==> src/hdl/brb_pkg.sv <==
// shared types and constants of the broadcast ring buffer
package brb_pkg;

  localparam int DEPTH       = 16;
  localparam int MAX_READERS = 8;
  localparam int DATA_WIDTH  = 32;

  localparam int PTR_W  = $clog2(DEPTH);
  localparam int CNT_W  = $clog2(MAX_READERS + 1);
  localparam int IDX_W  = 3;
  localparam int RC_W   = 4;
  localparam int STAT_W = 2;
  localparam int APB_AW = 3;
  localparam int APB_DW = 32;
  localparam int QDEPTH = 2;
  localparam int QPTR_W = $clog2(QDEPTH);
  localparam int QCNT_W = $clog2(QDEPTH + 1);

  localparam logic [APB_AW-3:0] REG_READER_COUNT = '0;

  typedef enum logic [STAT_W-1:0] {
    ST_DONE    = 2'd0,
    ST_REFUSED = 2'd1,
    ST_BADIDX  = 2'd2
  } brb_status_t;

  typedef enum logic [1:0] {
    K_WRITE = 2'd0,
    K_READ  = 2'd1,
    K_BAD   = 2'd2
  } brb_kind_t;

  typedef enum logic {
    B_EXEC = 1'b0,
    B_READ = 1'b1
  } brb_state_t;

  typedef struct packed {
    brb_kind_t              kind;
    logic [IDX_W-1:0]       idx;
    logic [DATA_WIDTH-1:0]  data;
  } brb_cmd_t;

  // slot index after p, wrapping at the ring depth
  function automatic logic [PTR_W-1:0] next_slot(input logic [PTR_W-1:0] p);
    next_slot = (p == PTR_W'(DEPTH - 1)) ? '0 : p + PTR_W'(1);
  endfunction

endpackage

==> src/hdl/brb_ram.sv <==
// generic single-write, single-read ram with registered read data
module brb_ram #(
  parameter int WIDTH = 32,
  parameter int DEPTH = 16
) (
  input  logic                     clk,
  input  logic                     we,
  input  logic [$clog2(DEPTH)-1:0] waddr,
  input  logic [WIDTH-1:0]         wdata,
  input  logic                     re,
  input  logic [$clog2(DEPTH)-1:0] raddr,
  output logic [WIDTH-1:0]         rdata
);

  logic [WIDTH-1:0] mem [DEPTH];

  always_ff @(posedge clk) begin
    if (we) begin
      mem[waddr] <= wdata;
    end
    if (re) begin
      rdata <= mem[raddr];
    end
  end

endmodule

==> src/hdl/brb_front.sv <==
// request intake: classifies each beat and holds it in a short command queue
module brb_front import brb_pkg::*; (
  input  logic                  clk,
  input  logic                  rst,
  input  logic                  req_valid,
  output logic                  req_stall,
  input  logic                  func,
  input  logic [IDX_W-1:0]      reader_index,
  input  logic [DATA_WIDTH-1:0] write_data,
  input  logic [CNT_W-1:0]      active,
  output brb_cmd_t              cmd,
  output logic                  cmd_valid,
  input  logic                  cmd_pop
);

  brb_cmd_t          q [QDEPTH];
  logic [QPTR_W-1:0] wr_ptr;
  logic [QPTR_W-1:0] rd_ptr;
  logic [QCNT_W-1:0] count;
  logic              push;
  logic              pop;
  brb_cmd_t          incoming;

  assign req_stall = (count == QCNT_W'(QDEPTH));
  assign push      = req_valid && !req_stall;
  assign pop       = cmd_pop && (count != '0);
  assign cmd_valid = (count != '0);
  assign cmd       = q[rd_ptr];

  always_comb begin
    incoming.idx  = reader_index;
    incoming.data = write_data;
    if (!func) begin
      incoming.kind = K_WRITE;
    end else if ({{(CNT_W-IDX_W){1'b0}}, reader_index} >= active) begin
      incoming.kind = K_BAD;
    end else begin
      incoming.kind = K_READ;
    end
  end

  always_ff @(posedge clk) begin
    if (push) begin
      q[wr_ptr] <= incoming;
    end
  end

  always_ff @(posedge clk) begin
    if (rst) begin
      wr_ptr <= '0;
      rd_ptr <= '0;
      count  <= '0;
    end else begin
      if (push) begin
        wr_ptr <= (wr_ptr == QPTR_W'(QDEPTH - 1)) ? '0 : wr_ptr + QPTR_W'(1);
      end
      if (pop) begin
        rd_ptr <= (rd_ptr == QPTR_W'(QDEPTH - 1)) ? '0 : rd_ptr + QPTR_W'(1);
      end
      if (push && !pop) begin
        count <= count + QCNT_W'(1);
      end else if (pop && !push) begin
        count <= count - QCNT_W'(1);
      end
    end
  end

endmodule

==> src/hdl/brb_back.sv <==
// execution unit: pointers, pending counts, slot ram and result register
module brb_back import brb_pkg::*; (
  input  logic                  clk,
  input  logic                  rst,
  input  logic [CNT_W-1:0]      active,
  input  brb_cmd_t              cmd,
  input  logic                  cmd_valid,
  output logic                  cmd_pop,
  output logic                  rsp_valid,
  input  logic                  rsp_stall,
  output logic [STAT_W-1:0]     status,
  output logic [DATA_WIDTH-1:0] read_data,
  output logic [PTR_W-1:0]      slot
);

  brb_state_t            state;
  brb_state_t            state_next;
  logic [PTR_W-1:0]      wp;
  logic [PTR_W-1:0]      rp [MAX_READERS];
  logic [CNT_W-1:0]      pending [DEPTH];
  logic [PTR_W-1:0]      slot_hold;
  logic [PTR_W-1:0]      p;
  logic [CNT_W-1:0]      pend_p;
  logic                  out_free;
  logic                  do_write;
  logic                  do_read;
  logic                  load;
  brb_status_t           load_status;
  logic [DATA_WIDTH-1:0] load_data;
  logic [PTR_W-1:0]      load_slot;
  logic [DATA_WIDTH-1:0] ram_rdata;

  // one pending-count lookup per command: write pointer or the reader's own
  assign p        = (cmd.kind == K_WRITE) ? wp : rp[cmd.idx];
  assign pend_p   = pending[p];
  assign out_free = !rsp_valid || !rsp_stall;

  always_ff @(posedge clk) begin
    if (rst) begin
      state <= B_EXEC;
    end else begin
      state <= state_next;
    end
  end

  always_comb begin
    state_next  = state;
    cmd_pop     = 1'b0;
    do_write    = 1'b0;
    do_read     = 1'b0;
    load        = 1'b0;
    load_status = ST_REFUSED;
    load_data   = '0;
    load_slot   = '0;
    case (state)
      B_EXEC: begin
        if (cmd_valid && out_free) begin
          cmd_pop = 1'b1;
          case (cmd.kind)
            K_WRITE: begin
              load = 1'b1;
              if (pend_p == '0) begin
                do_write    = 1'b1;
                load_status = ST_DONE;
                load_slot   = p;
              end
            end
            K_READ: begin
              if (pend_p != '0) begin
                do_read    = 1'b1;
                state_next = B_READ;
              end else begin
                load = 1'b1;
              end
            end
            default: begin
              load        = 1'b1;
              load_status = ST_BADIDX;
            end
          endcase
        end
      end
      B_READ: begin
        if (out_free) begin
          load        = 1'b1;
          load_status = ST_DONE;
          load_data   = ram_rdata;
          load_slot   = slot_hold;
          state_next  = B_EXEC;
        end
      end
      default: begin
        state_next = B_EXEC;
      end
    endcase
  end

  brb_ram #(
    .WIDTH (DATA_WIDTH),
    .DEPTH (DEPTH)
  ) u_slot_ram (
    .clk   (clk),
    .we    (do_write),
    .waddr (p),
    .wdata (cmd.data),
    .re    (do_read),
    .raddr (p),
    .rdata (ram_rdata)
  );

  always_ff @(posedge clk) begin
    if (rst) begin
      wp <= '0;
      for (int i = 0; i < MAX_READERS; i++) begin
        rp[i] <= '0;
      end
      for (int i = 0; i < DEPTH; i++) begin
        pending[i] <= '0;
      end
    end else begin
      if (do_write) begin
        pending[p] <= active;
        wp         <= next_slot(p);
      end
      if (do_read) begin
        pending[p]  <= pend_p - CNT_W'(1);
        rp[cmd.idx] <= next_slot(p);
      end
    end
  end

  always_ff @(posedge clk) begin
    if (do_read) begin
      slot_hold <= p;
    end
    if (load) begin
      status    <= load_status;
      read_data <= load_data;
      slot      <= load_slot;
    end
  end

  always_ff @(posedge clk) begin
    if (rst) begin
      rsp_valid <= 1'b0;
    end else if (load) begin
      rsp_valid <= 1'b1;
    end else if (!rsp_stall) begin
      rsp_valid <= 1'b0;
    end
  end

endmodule

==> src/hdl/broadcast_ring_buffer.sv <==
// broadcast ring buffer: every written word is read once by each active reader
// results: write, refusal and bad-index beats come from the result register, a
// successful read first passes the slot ram's registered read port
// throughput: one beat per cycle unless stalled; a successful read also holds
// the execution unit in B_READ; a 2-entry queue decouples intake from execution
// reset: pointers and pending counts cleared, reader_count 1, slot data undefined
module broadcast_ring_buffer import brb_pkg::*; (
  input  logic                  clk,
  input  logic                  rst,
  input  logic                  psel,
  input  logic                  penable,
  input  logic                  pwrite,
  input  logic [APB_AW-1:0]     paddr,
  input  logic [APB_DW-1:0]     pwdata,
  output logic [APB_DW-1:0]     prdata,
  output logic                  pready,
  input  logic                  req_valid,
  output logic                  req_stall,
  input  logic                  func,
  input  logic [IDX_W-1:0]      reader_index,
  input  logic [DATA_WIDTH-1:0] write_data,
  output logic                  rsp_valid,
  input  logic                  rsp_stall,
  output logic [STAT_W-1:0]     status,
  output logic [DATA_WIDTH-1:0] read_data,
  output logic [PTR_W-1:0]      slot
);

  logic [RC_W-1:0]  reader_count;
  logic [CNT_W-1:0] active;
  logic             reg_hit;
  brb_cmd_t         cmd;
  logic             cmd_valid;
  logic             cmd_pop;

  assign pready  = 1'b1;
  assign reg_hit = (paddr[APB_AW-1:2] == REG_READER_COUNT);
  assign prdata  = reg_hit ? {{(APB_DW-RC_W){1'b0}}, reader_count} : '0;

  always_ff @(posedge clk) begin
    if (rst) begin
      reader_count <= RC_W'(1);
    end else if (psel && penable && pwrite && pready && reg_hit) begin
      reader_count <= pwdata[RC_W-1:0];
    end
  end

  // count in use saturates at the reader limit
  assign active = (reader_count > RC_W'(MAX_READERS)) ? CNT_W'(MAX_READERS)
                                                      : CNT_W'(reader_count);

  brb_front u_front (
    .clk          (clk),
    .rst          (rst),
    .req_valid    (req_valid),
    .req_stall    (req_stall),
    .func         (func),
    .reader_index (reader_index),
    .write_data   (write_data),
    .active       (active),
    .cmd          (cmd),
    .cmd_valid    (cmd_valid),
    .cmd_pop      (cmd_pop)
  );

  brb_back u_back (
    .clk       (clk),
    .rst       (rst),
    .active    (active),
    .cmd       (cmd),
    .cmd_valid (cmd_valid),
    .cmd_pop   (cmd_pop),
    .rsp_valid (rsp_valid),
    .rsp_stall (rsp_stall),
    .status    (status),
    .read_data (read_data),
    .slot      (slot)
  );

endmodule

==> config.mk <==
export PLATFORM = sky130hd
export DESIGN_NAME = broadcast_ring_buffer
export DESIGN_NICKNAME = d
export VERILOG_FILES = /design/src/hdl/brb_pkg.sv /design/src/hdl/brb_ram.sv /design/src/hdl/brb_front.sv /design/src/hdl/brb_back.sv /design/src/hdl/broadcast_ring_buffer.sv
export SDC_FILE = /design/constraint.sdc
export NUM_CORES = 1
export LEC_CHECK = 0
export ABC_AREA = 1
export BUFFER_PORTS_ARGS = -buffer_cell sky130_fd_sc_hd__buf_4
export CORE_ASPECT_RATIO = 1.75
export CORE_MARGIN = 2
export CORE_UTILIZATION = 25
export CTS_CLUSTER_DIAMETER = 60
export DETAILED_ROUTE_END_ITERATION = 16
export PLACE_DENSITY = 0.41
export SKIP_LAST_GASP = 1
export SYNTH_ARGS = -nofsm -noshare
export SYNTH_HDL_FRONTEND = slang
export SYNTH_HIERARCHICAL = 1
export SYNTH_SLANG_ARGS = --single-unit
==> constraint.sdc <==
create_clock -name clk -period 10.8 [get_ports clk]
set_input_delay 0.54 -clock clk [delete_from_list [all_inputs] [get_ports clk]]
set_output_delay 0.54 -clock clk [all_outputs]
set_load 0.02 [all_outputs]
==> reports/metrics.cfg, run 1 <==
[run_status]
run_status=finished, final reports clean

[min_path]
hold_end=u_front/q[0][21]
min-delay-start=write_data[21]
hold_depth=1
min_path_type=in -> reg

[placed_design]
port_buffers=91
pre_cts_ws_ps=3280
hpwl_um=52400
gp_congestion=0.788

[logic_synthesis]
mappedNetlistArea_sq_mm=0.0340
ys_seq_elements=771
yosys-top-cells-count=nand2_1 (885), edfxtp_1 (756), inv_1 (504)
yosys_most_used_dff=edfxtp_1
yosysTopAreaCellShare_pct=66.8
syn_inst=3142
synth_edf_count=756
async_flop_share_pct=0
ys_types=40
yosysWarnings=6
synth_area_leaders=edfxtp_1 (67%), nand2_1 (9.8%), nand3_1 (6.5%)
yosys.area.top_type=edfxtp_1
ys_seq_area_share_pct=67.7
synth.most_common_cell=nand2_1
syn_area_per_cell_sq_um=10.8

[clocking]
cts_sinks=771
cts_root_buffer=clkbuf_16
cts.clk_slew.worst_paths_ps=60
clock_latency_ps=680
htree_levels=3
cts.path.max_buffers=3
cts_inserted_buffers=80
cts_resized=0
cts_tree=built
cts_hold_buf=5
post_cts_buffers=0

[global_route]
antenna_found_initial=6
grt_max_degree=174
grt_pass1_wl_um=137000
grt_pass1_vias=21160
grt-ovfl-total=0
grt_usage_pct=13.5

[worst_setup_path]
rrSetupSlack_ps=3530
critPathMaxFanout=107
critPathCaptureType=flop
cp_cell_sequence=buf_4 -> mux2_2 -> nor2_2 -> inv_1 -> nand2_1 -> nor2_2 -> nand2_4 -> nand2_2 -> inv_8 -> nand2_1 -> nand3_1 -> nand2_1 -> nand2_1 -> nand2_1 -> nor2_1 -> ha_1 -> nand2_1 -> nor2_2 -> nand2_2 -> inv_1 -> nand3_1 -> nor2_4 -> buf_4
cp_slowest_cell=nor2_4
cp_common_cell=nand2_1
rr_worst_depth=23
cp-start-kind=flop
arrival_ps=7600
cp.required_ps=11130
path_class=reg -> reg
slowest_delay_ps=800
r2r_end=u_back/u_slot_ram/mem[14][13]

[sta]
setup_slack_ps=3530
slew_headroom_pct=24.8
rsz0062_at_grt=false
fin_crit_sh_pct=67.3
fin_skew_ps=33.7
drv_slew=0
finalHoldViolCount=0
worstMarginPinSlew_ps=1130
timing.fmax_mhz=138
fin_tns_setup_ps=0
period_needed_ps=7270
finalSetupViolCount=0

[die]
dieArea_sq_mm=0.139
start_util_pct=25.2
std_cell_rows=178
die_width_um=283
ios=151
core_sq_mm=0.135
die_h_um=492

[routing]
first_pass_iters=7
first_iter_violations=1064
drt_wl_total_um=93200
vias=21127
ant_nets=0
post_drt_via_cell_ratio=4.17
wl_per_cell_um=18.4
drc=0

[power_and_ir_drop]
irDropWorstVdd_uv=190
total_leakage_power_nw=15.7
power_density_mw_per_mm2=286

[finish]
area_growth_pct=14.3
layout-drive-gt1-share_pct=10.6
fin_nets=3299

[flow_run]
maxCapViolCount=0

-- cells in the final DEF, fill, tap and decap left out, types with 10 or more instances in the layout --
cell	instances
dfxtp_1	14
nor2_1	187
mux2_4	30
inv_1	500
conb_1	29
clkbuf_1	23
buf_4	122
clkinv_1	11
edfxtp_1	756
nand2_1	884
nand3_1	443
inv_2	11
clkbuf_16	83
nand3_4	11
a21oi_1	13
nor2_4	20
a21oi_2	10
o21ai_0	15
nand3b_1	15
-- worst max-delay path, delay by kind of cell (launching register included) --
family	cells	cell delay [ps]
mux	1	450
buf+inv	5	2260
simple gates	16	3410
fa+ha+maj	1	260
flops	1	430
-- final cells by class --
cell class / count / area (sq um)
repair buffers: 129 / 1010
flip-flops and latches: 771 / 23000
clock inverters: 32 / 360
fillers: 13865 / 95900
well taps: 1800 / 2250
diodes: 3 / 7.51
multi-input cells: 1715 / 8080
clock buffers: 106 / 2160
inverters: 515 / 1950
-- through the flow --
stage,total power [mW],util [%],hold WS [ps],instances,area [sq um]
6_report,11.1,28.8,55.6,5071,38800
5_1_grt,11.8,28.8,22.8,5070,38800
4_1_cts,11.3,28.8,0.753,5068,38800
3_5_place_dp,8.54,26.9,475,4925,36200
3_3_place_gp,8.54,26.9,465,4925,36200
2_1_floorplan,7.05,-,441,3169,34100
-- worst max path at each step --
stage               start                       endpoint  slack [ps]
floorplan            flop   u_back/u_slot_ram/mem[12][0]        5910
global placement     flop  u_back/u_slot_ram/mem[14][16]        3280
detailed placement   flop  u_back/u_slot_ram/mem[14][18]        3280
CTS                  flop   u_back/u_slot_ram/mem[14][9]        3240
global route         flop  u_back/u_slot_ram/mem[14][15]        2840
finish               flop  u_back/u_slot_ram/mem[14][13]        3530
-- flip-flops by register name, indices dropped and copies added, names as in the netlist, named ones only --
signal	cells
u_back/u_slot_ram/mem	512
u_front/q	74
u_back/pending	64
u_back/read_data	32
u_back/rp	32
u_back/u_slot_ram/rdata	32
reader_count	4
u_back/slot	4
u_back/slot_hold	4
u_back/wp	4
u_back/status	2
u_front/count	2
u_back/rsp_valid	1
u_back/state	1
u_front/rd_ptr	1
u_front/wr_ptr	1
-- routing by layer --
| layer | vias to the layer above | wire length (um) | GRT usage [%] |
|---|---|---|---|
| met3 | 141 | 3380 | 2.07 |
| li1 | 10311 | - | - |
| met2 | 396 | 50200 | 25.3 |
| met1 | 10277 | 36200 | 14.9 |
| met5 | - | 13 | 0 |
| met4 | 2 | 3340 | 5.64 |
-- cell families after synthesis --
group / synth area share, %
xor+xnor: 0.0516
buf+inv: 9.22
compound gates: 0.847
simple gates: 20.2
mux: 1.56
other cells: 0.0221
fa+ha+maj: 0.332
flops: 67.7
-- report_power, final --
group,switching [mW],internal (mW)
registers,0.0682,3.83
logic,3.34,1.12
clock network,1.17,1.57
(Power assumes the default switching activity.)
==> inputs of run 2 (changes only) <==
--- a/config.mk
+++ b/config.mk
@@ -5,14 +5,14 @@
 export SDC_FILE = /design/constraint.sdc
 export NUM_CORES = 1
 export LEC_CHECK = 0
-export ABC_AREA = 1
+export ABC_AREA = 0
 export BUFFER_PORTS_ARGS = -buffer_cell sky130_fd_sc_hd__buf_4
 export CORE_ASPECT_RATIO = 1.75
 export CORE_MARGIN = 2
 export CORE_UTILIZATION = 25
 export CTS_CLUSTER_DIAMETER = 60
 export DETAILED_ROUTE_END_ITERATION = 16
-export PLACE_DENSITY = 0.41
+export PLACE_DENSITY = 0.43
 export SKIP_LAST_GASP = 1
 export SYNTH_ARGS = -nofsm -noshare
 export SYNTH_HDL_FRONTEND = slang
==> constraint.sdc (replaced) <==
create_clock -name clk -period 5.91 [get_ports clk]
set_input_delay 0.2955 -clock clk [delete_from_list [all_inputs] [get_ports clk]]
set_output_delay 0.2955 -clock clk [all_outputs]
set_load 0.02 [all_outputs]
==> reports/metrics.cfg, run 2 <==
[power_and_ir_drop]
pwr-share-comb_pct=35.3  ; was 40.2%
power_density_mw_per_mm2=499  ; was 286 mW/mm^2
power_switching_mw=6.34  ; was 4.58 mW
seqPwrFrac_pct=38.0  ; was 35.1%
irDropWorstVdd_uv=427  ; was 190 uV
total_leakage_power_nw=11.8  ; was 15.7 nW
switching_share_pct=34.3  ; was 41.3%
p_clk_share_pct=26.7  ; was 24.8%
power.internal_mw=12.2  ; was 6.52 mW

[min_path]
min_path_type=in -> reg  ; unchanged

[clocking]
cts.path.max_buffers=3  ; unchanged
cts_root_buffer=clkbuf_16  ; unchanged
cts_sinks=771  ; unchanged
clock_latency_ps=650  ; was 680 ps
cts_tree=built  ; unchanged
htree_levels=3  ; unchanged
post_cts_buffers=0  ; unchanged
cts.clk_slew.worst_paths_ps=60  ; about the same
cts_inserted_buffers=75  ; was 80

[finish]
fillers=11947  ; was 13,865
multi_input_area_sq_mm=0.00715  ; was 0.00808 sq mm
top_register=u_back/u_slot_ram/mem  ; unchanged
largest_reg_flops=512  ; unchanged
final_common_cell=edfxtp_1  ; was nand2_1
layout-drive-gt1-share_pct=29.0  ; was 10.6%
seq_area_sq_mm=0.0230  ; about the same
largestRegisters=u_back/u_slot_ram/mem: 512 flops, u_front/q: 74 flops, u_back/pending: 64 flops  ; unchanged
area_growth_pct=20.6  ; was 14.3%
final_cell_mix=edfxtp_1 (756), buf_4 (187), mux4_2 (130)  ; was nand2_1 (884), edfxtp_1 (756), inv_1 (500)
fin_nets=1929  ; was 3,299

[placed_design]
pre_cts_ws_ps=229  ; was 3280 ps
hpwl_um=51600  ; was 52,400 um
port_buffers=91  ; unchanged
gp_congestion=0.832  ; was 0.788

[sta]
worstMarginPinSlew_ps=1150  ; was 1130 ps
drv_slew=0  ; unchanged
fin_tns_setup_ps=0  ; unchanged
slew_headroom_pct=23.2  ; was 24.8%
fin_skew_ps=22.4  ; was 33.7 ps
rsz0062_at_grt=false  ; unchanged
period_needed_ps=5660  ; was 7270 ps
finalSetupViolCount=0  ; unchanged
setup_slack_ps=251  ; was 3530 ps
finalHoldViolCount=0  ; unchanged
timing.hold.ws_ps=159  ; was 55.6 ps
fin_crit_sh_pct=95.8  ; was 67.3%
timing.fmax_mhz=177  ; was 138 MHz

[die]
std_cell_rows=170  ; was 178
ios=151  ; unchanged
dieArea_sq_mm=0.126  ; was 0.139 sq mm
core_sq_mm=0.122  ; was 0.135 sq mm
start_util_pct=25.1  ; was 25.2%
die_h_um=468  ; was 492 um
die_width_um=269  ; was 283 um

[worst_setup_path]
path_class=reg -> reg  ; unchanged
arrival_ps=6000  ; was 7600 ps
critPathCaptureType=flop  ; unchanged
cp-start-kind=flop  ; unchanged
rrSetupSlack_ps=250  ; was 3530 ps
slowest_delay_ps=890  ; was 800 ps
path_delay_family=simple AND/OR/NAND/NOR gates  ; unchanged
cp_slowest_cell=nor3_4  ; was nor2_4
critPathMaxFanout=17  ; was 107
cp.required_ps=6250  ; was 11,130 ps
cp_cell_sequence=mux2_2 -> nor4bb_1 -> a311o_1 -> o31ai_4 -> buf_4 -> mux2_2 -> o211ai_1 -> and4_1 -> ha_1 -> o21ai_2 -> nor2_4 -> nand3_1 -> clkinv_1 -> buf_4 -> nand3b_1 -> nor3_4 -> buf_12  ; was buf_4 -> mux2_2 -> nor2_2 -> inv_1 -> nand2_1 -> nor2_2 -> nand2_4 -> nand2_2 -> inv_8 -> nand2_1 -> nand3_1 -> nand2_1 -> nand2_1 -> nand2_1 -> nor2_1 -> ha_1 -> nand2_1 -> nor2_2 -> nand2_2 -> inv_1 -> nand3_1 -> nor2_4 -> buf_4
cp_num_buf_inv=4  ; was 5

[logic_synthesis]
yosys.area.top_type=edfxtp_1  ; unchanged
yosysWarnings=6  ; unchanged
synth_edf_count=756  ; unchanged
yosys_most_used_dff=edfxtp_1  ; unchanged
ys_seq_area_share_pct=74.9  ; was 67.7%
synth.most_common_cell=edfxtp_1  ; was nand2_1
yosys-top-cells-count=edfxtp_1 (756), mux4_2 (130), nand2_1 (72)  ; was nand2_1 (885), edfxtp_1 (756), inv_1 (504)
yosysTopAreaCellShare_pct=73.9  ; was 66.8%
syn_area_per_cell_sq_um=18.9  ; was 10.8 sq um
ys_types=76  ; was 40
async_flop_share_pct=0  ; unchanged
ys_seq_elements=771  ; unchanged
syn_inst=1623  ; was 3,142
synth_area_leaders=edfxtp_1 (74%), mux4_2 (9.5%), a22oi_1 (1.6%)  ; was edfxtp_1 (67%), nand2_1 (9.8%), nand3_1 (6.5%)
mappedNetlistArea_sq_mm=0.0307  ; was 0.0340 sq mm

[routing]
drc=0  ; unchanged
first_pass_iters=4  ; was 7
ant_nets=0  ; unchanged
post_drt_via_cell_ratio=4.51  ; was 4.17
drt_wl_total_um=83600  ; was 93,200 um
vias=15940  ; was 21,127
first_iter_violations=1190  ; was 1,064
wl_per_cell_um=23.7  ; was 18.4 um

[global_route]
grt_max_degree=86  ; was 174
antenna_found_initial=4  ; was 6
grt-ovfl-total=0  ; unchanged
grt_pass1_wl_um=121000  ; was 137,000 um
grt_pass1_vias=17210  ; was 21,160
grt_usage_pct=13.4  ; was 13.5%

[run_status]
run_status=finished, final reports clean  ; unchanged

[flow_run]
maxCapViolCount=0  ; unchanged

==> run 2: cell count changes in the layout (fill, tap and decap cells not counted), moves of 30 or more <==
cell	delta
a22oi_1	+65
nor4_1	+56
mux2_2	+34
inv_1	-485
nor3_1	+37
nand3_1	-430
nand2_1	-813
mux4_2	+130
dlygate4sd3_1	+37
mux2_4	-30
and3_1	+37
nor2_1	-168
buf_4	+65
==> run 2: cell families (layout without fill, tap and decap cells) <==
| kind of cell | Yosys count | after routing | share of synthesized area, % |
|---|---|---|---|
| AND/OR/NAND/NOR | 315 | 315 | 5.75 |
| adder cells (fa/ha/maj) | 9 | 9 | 0.367 |
| buffers and inverters | 156 | 403 | 2.75 |
| other | 2 | 32 | 0.0245 |
| multiplexers | 195 | 195 | 11.8 |
| XOR/XNOR | 5 | 5 | 0.143 |
| flip-flops | 771 | 771 | 74.9 |
| AO/OA/AOI/OAI | 170 | 170 | 4.23 |
==> run 2: layer usage <==
metal	wire (um)	vias up	track usage, %
met3	3210	96	2.06
met5	0	-	0
li1	-	7022	-
met2	46100	386	25.3
met1	32400	8436	15.2
met4	1950	0	4.33
==> run 2: layout make-up <==
class,count,share of cell area [%]
flip-flops and latches,771,62.1
multi-input cells,723,19.3
repair buffers,250,6.06
clock buffers,95,5.53
well taps,1634,5.52
clock inverters,37,1.20
inverters,21,0.233
diodes,3,0.0203
==> run 2: repair_timing <==
action	in CTS	in global routing
hold endpoints to repair	84	0
gates resized for setup	0	0
hold buffers	42	0
==> run 2: through the flow <==
| step | cell area, sq um | util, % | cells | power, mW |
|---|---|---|---|---|
| finish | 37000 | 30.3 | 3534 | 18.5 |
| CTS | 37000 | 30.3 | 3531 | 18.8 |
| global placement | 34100 | 27.9 | 3357 | 13.7 |
| detailed placement | 34100 | 27.9 | 3357 | 13.8 |
| global route | 37000 | 30.3 | 3534 | 19.4 |
| floorplan | 30800 | - | 1650 | 11.3 |
==> run 2: final timing paths <==
path	from	end	depth (start not counted)
setup reg to reg	flop	u_back/u_slot_ram/mem[8][7]	17
hold reg to reg	u_back/wp[3]	u_back/wp[3]	2
hold / removal	rsp_stall	u_back/status[1]	3
setup / recovery	flop	u_back/u_slot_ram/mem[8][7]	17
==> run 2: worst reg2reg max path: stages, from the launching register on <==
cell and delay [ps]:
dfxtp_2 420, mux2_2 460, nor4bb_1 170, a311o_1 370
o31ai_4 600, buf_4 370, mux2_2 380, o211ai_1 190
and4_1 250, ha_1 200, o21ai_2 120, nor2_4 110
nand3_1 170, clkinv_1 120, buf_4 130, nand3b_1 140
nor3_4 890, buf_12 270
==> run 2: power groups by stage <==
stage	clock [mW]	combinational [mW]	sequential [mW]
2_1_floorplan	0	4.07	7.25
3_3_place_gp	0	6.55	7.14
3_5_place_dp	0	6.63	7.15
4_1_cts	5.13	6.68	7.03
5_1_grt	5.30	7.04	7.06
6_report	4.94	6.53	7.02
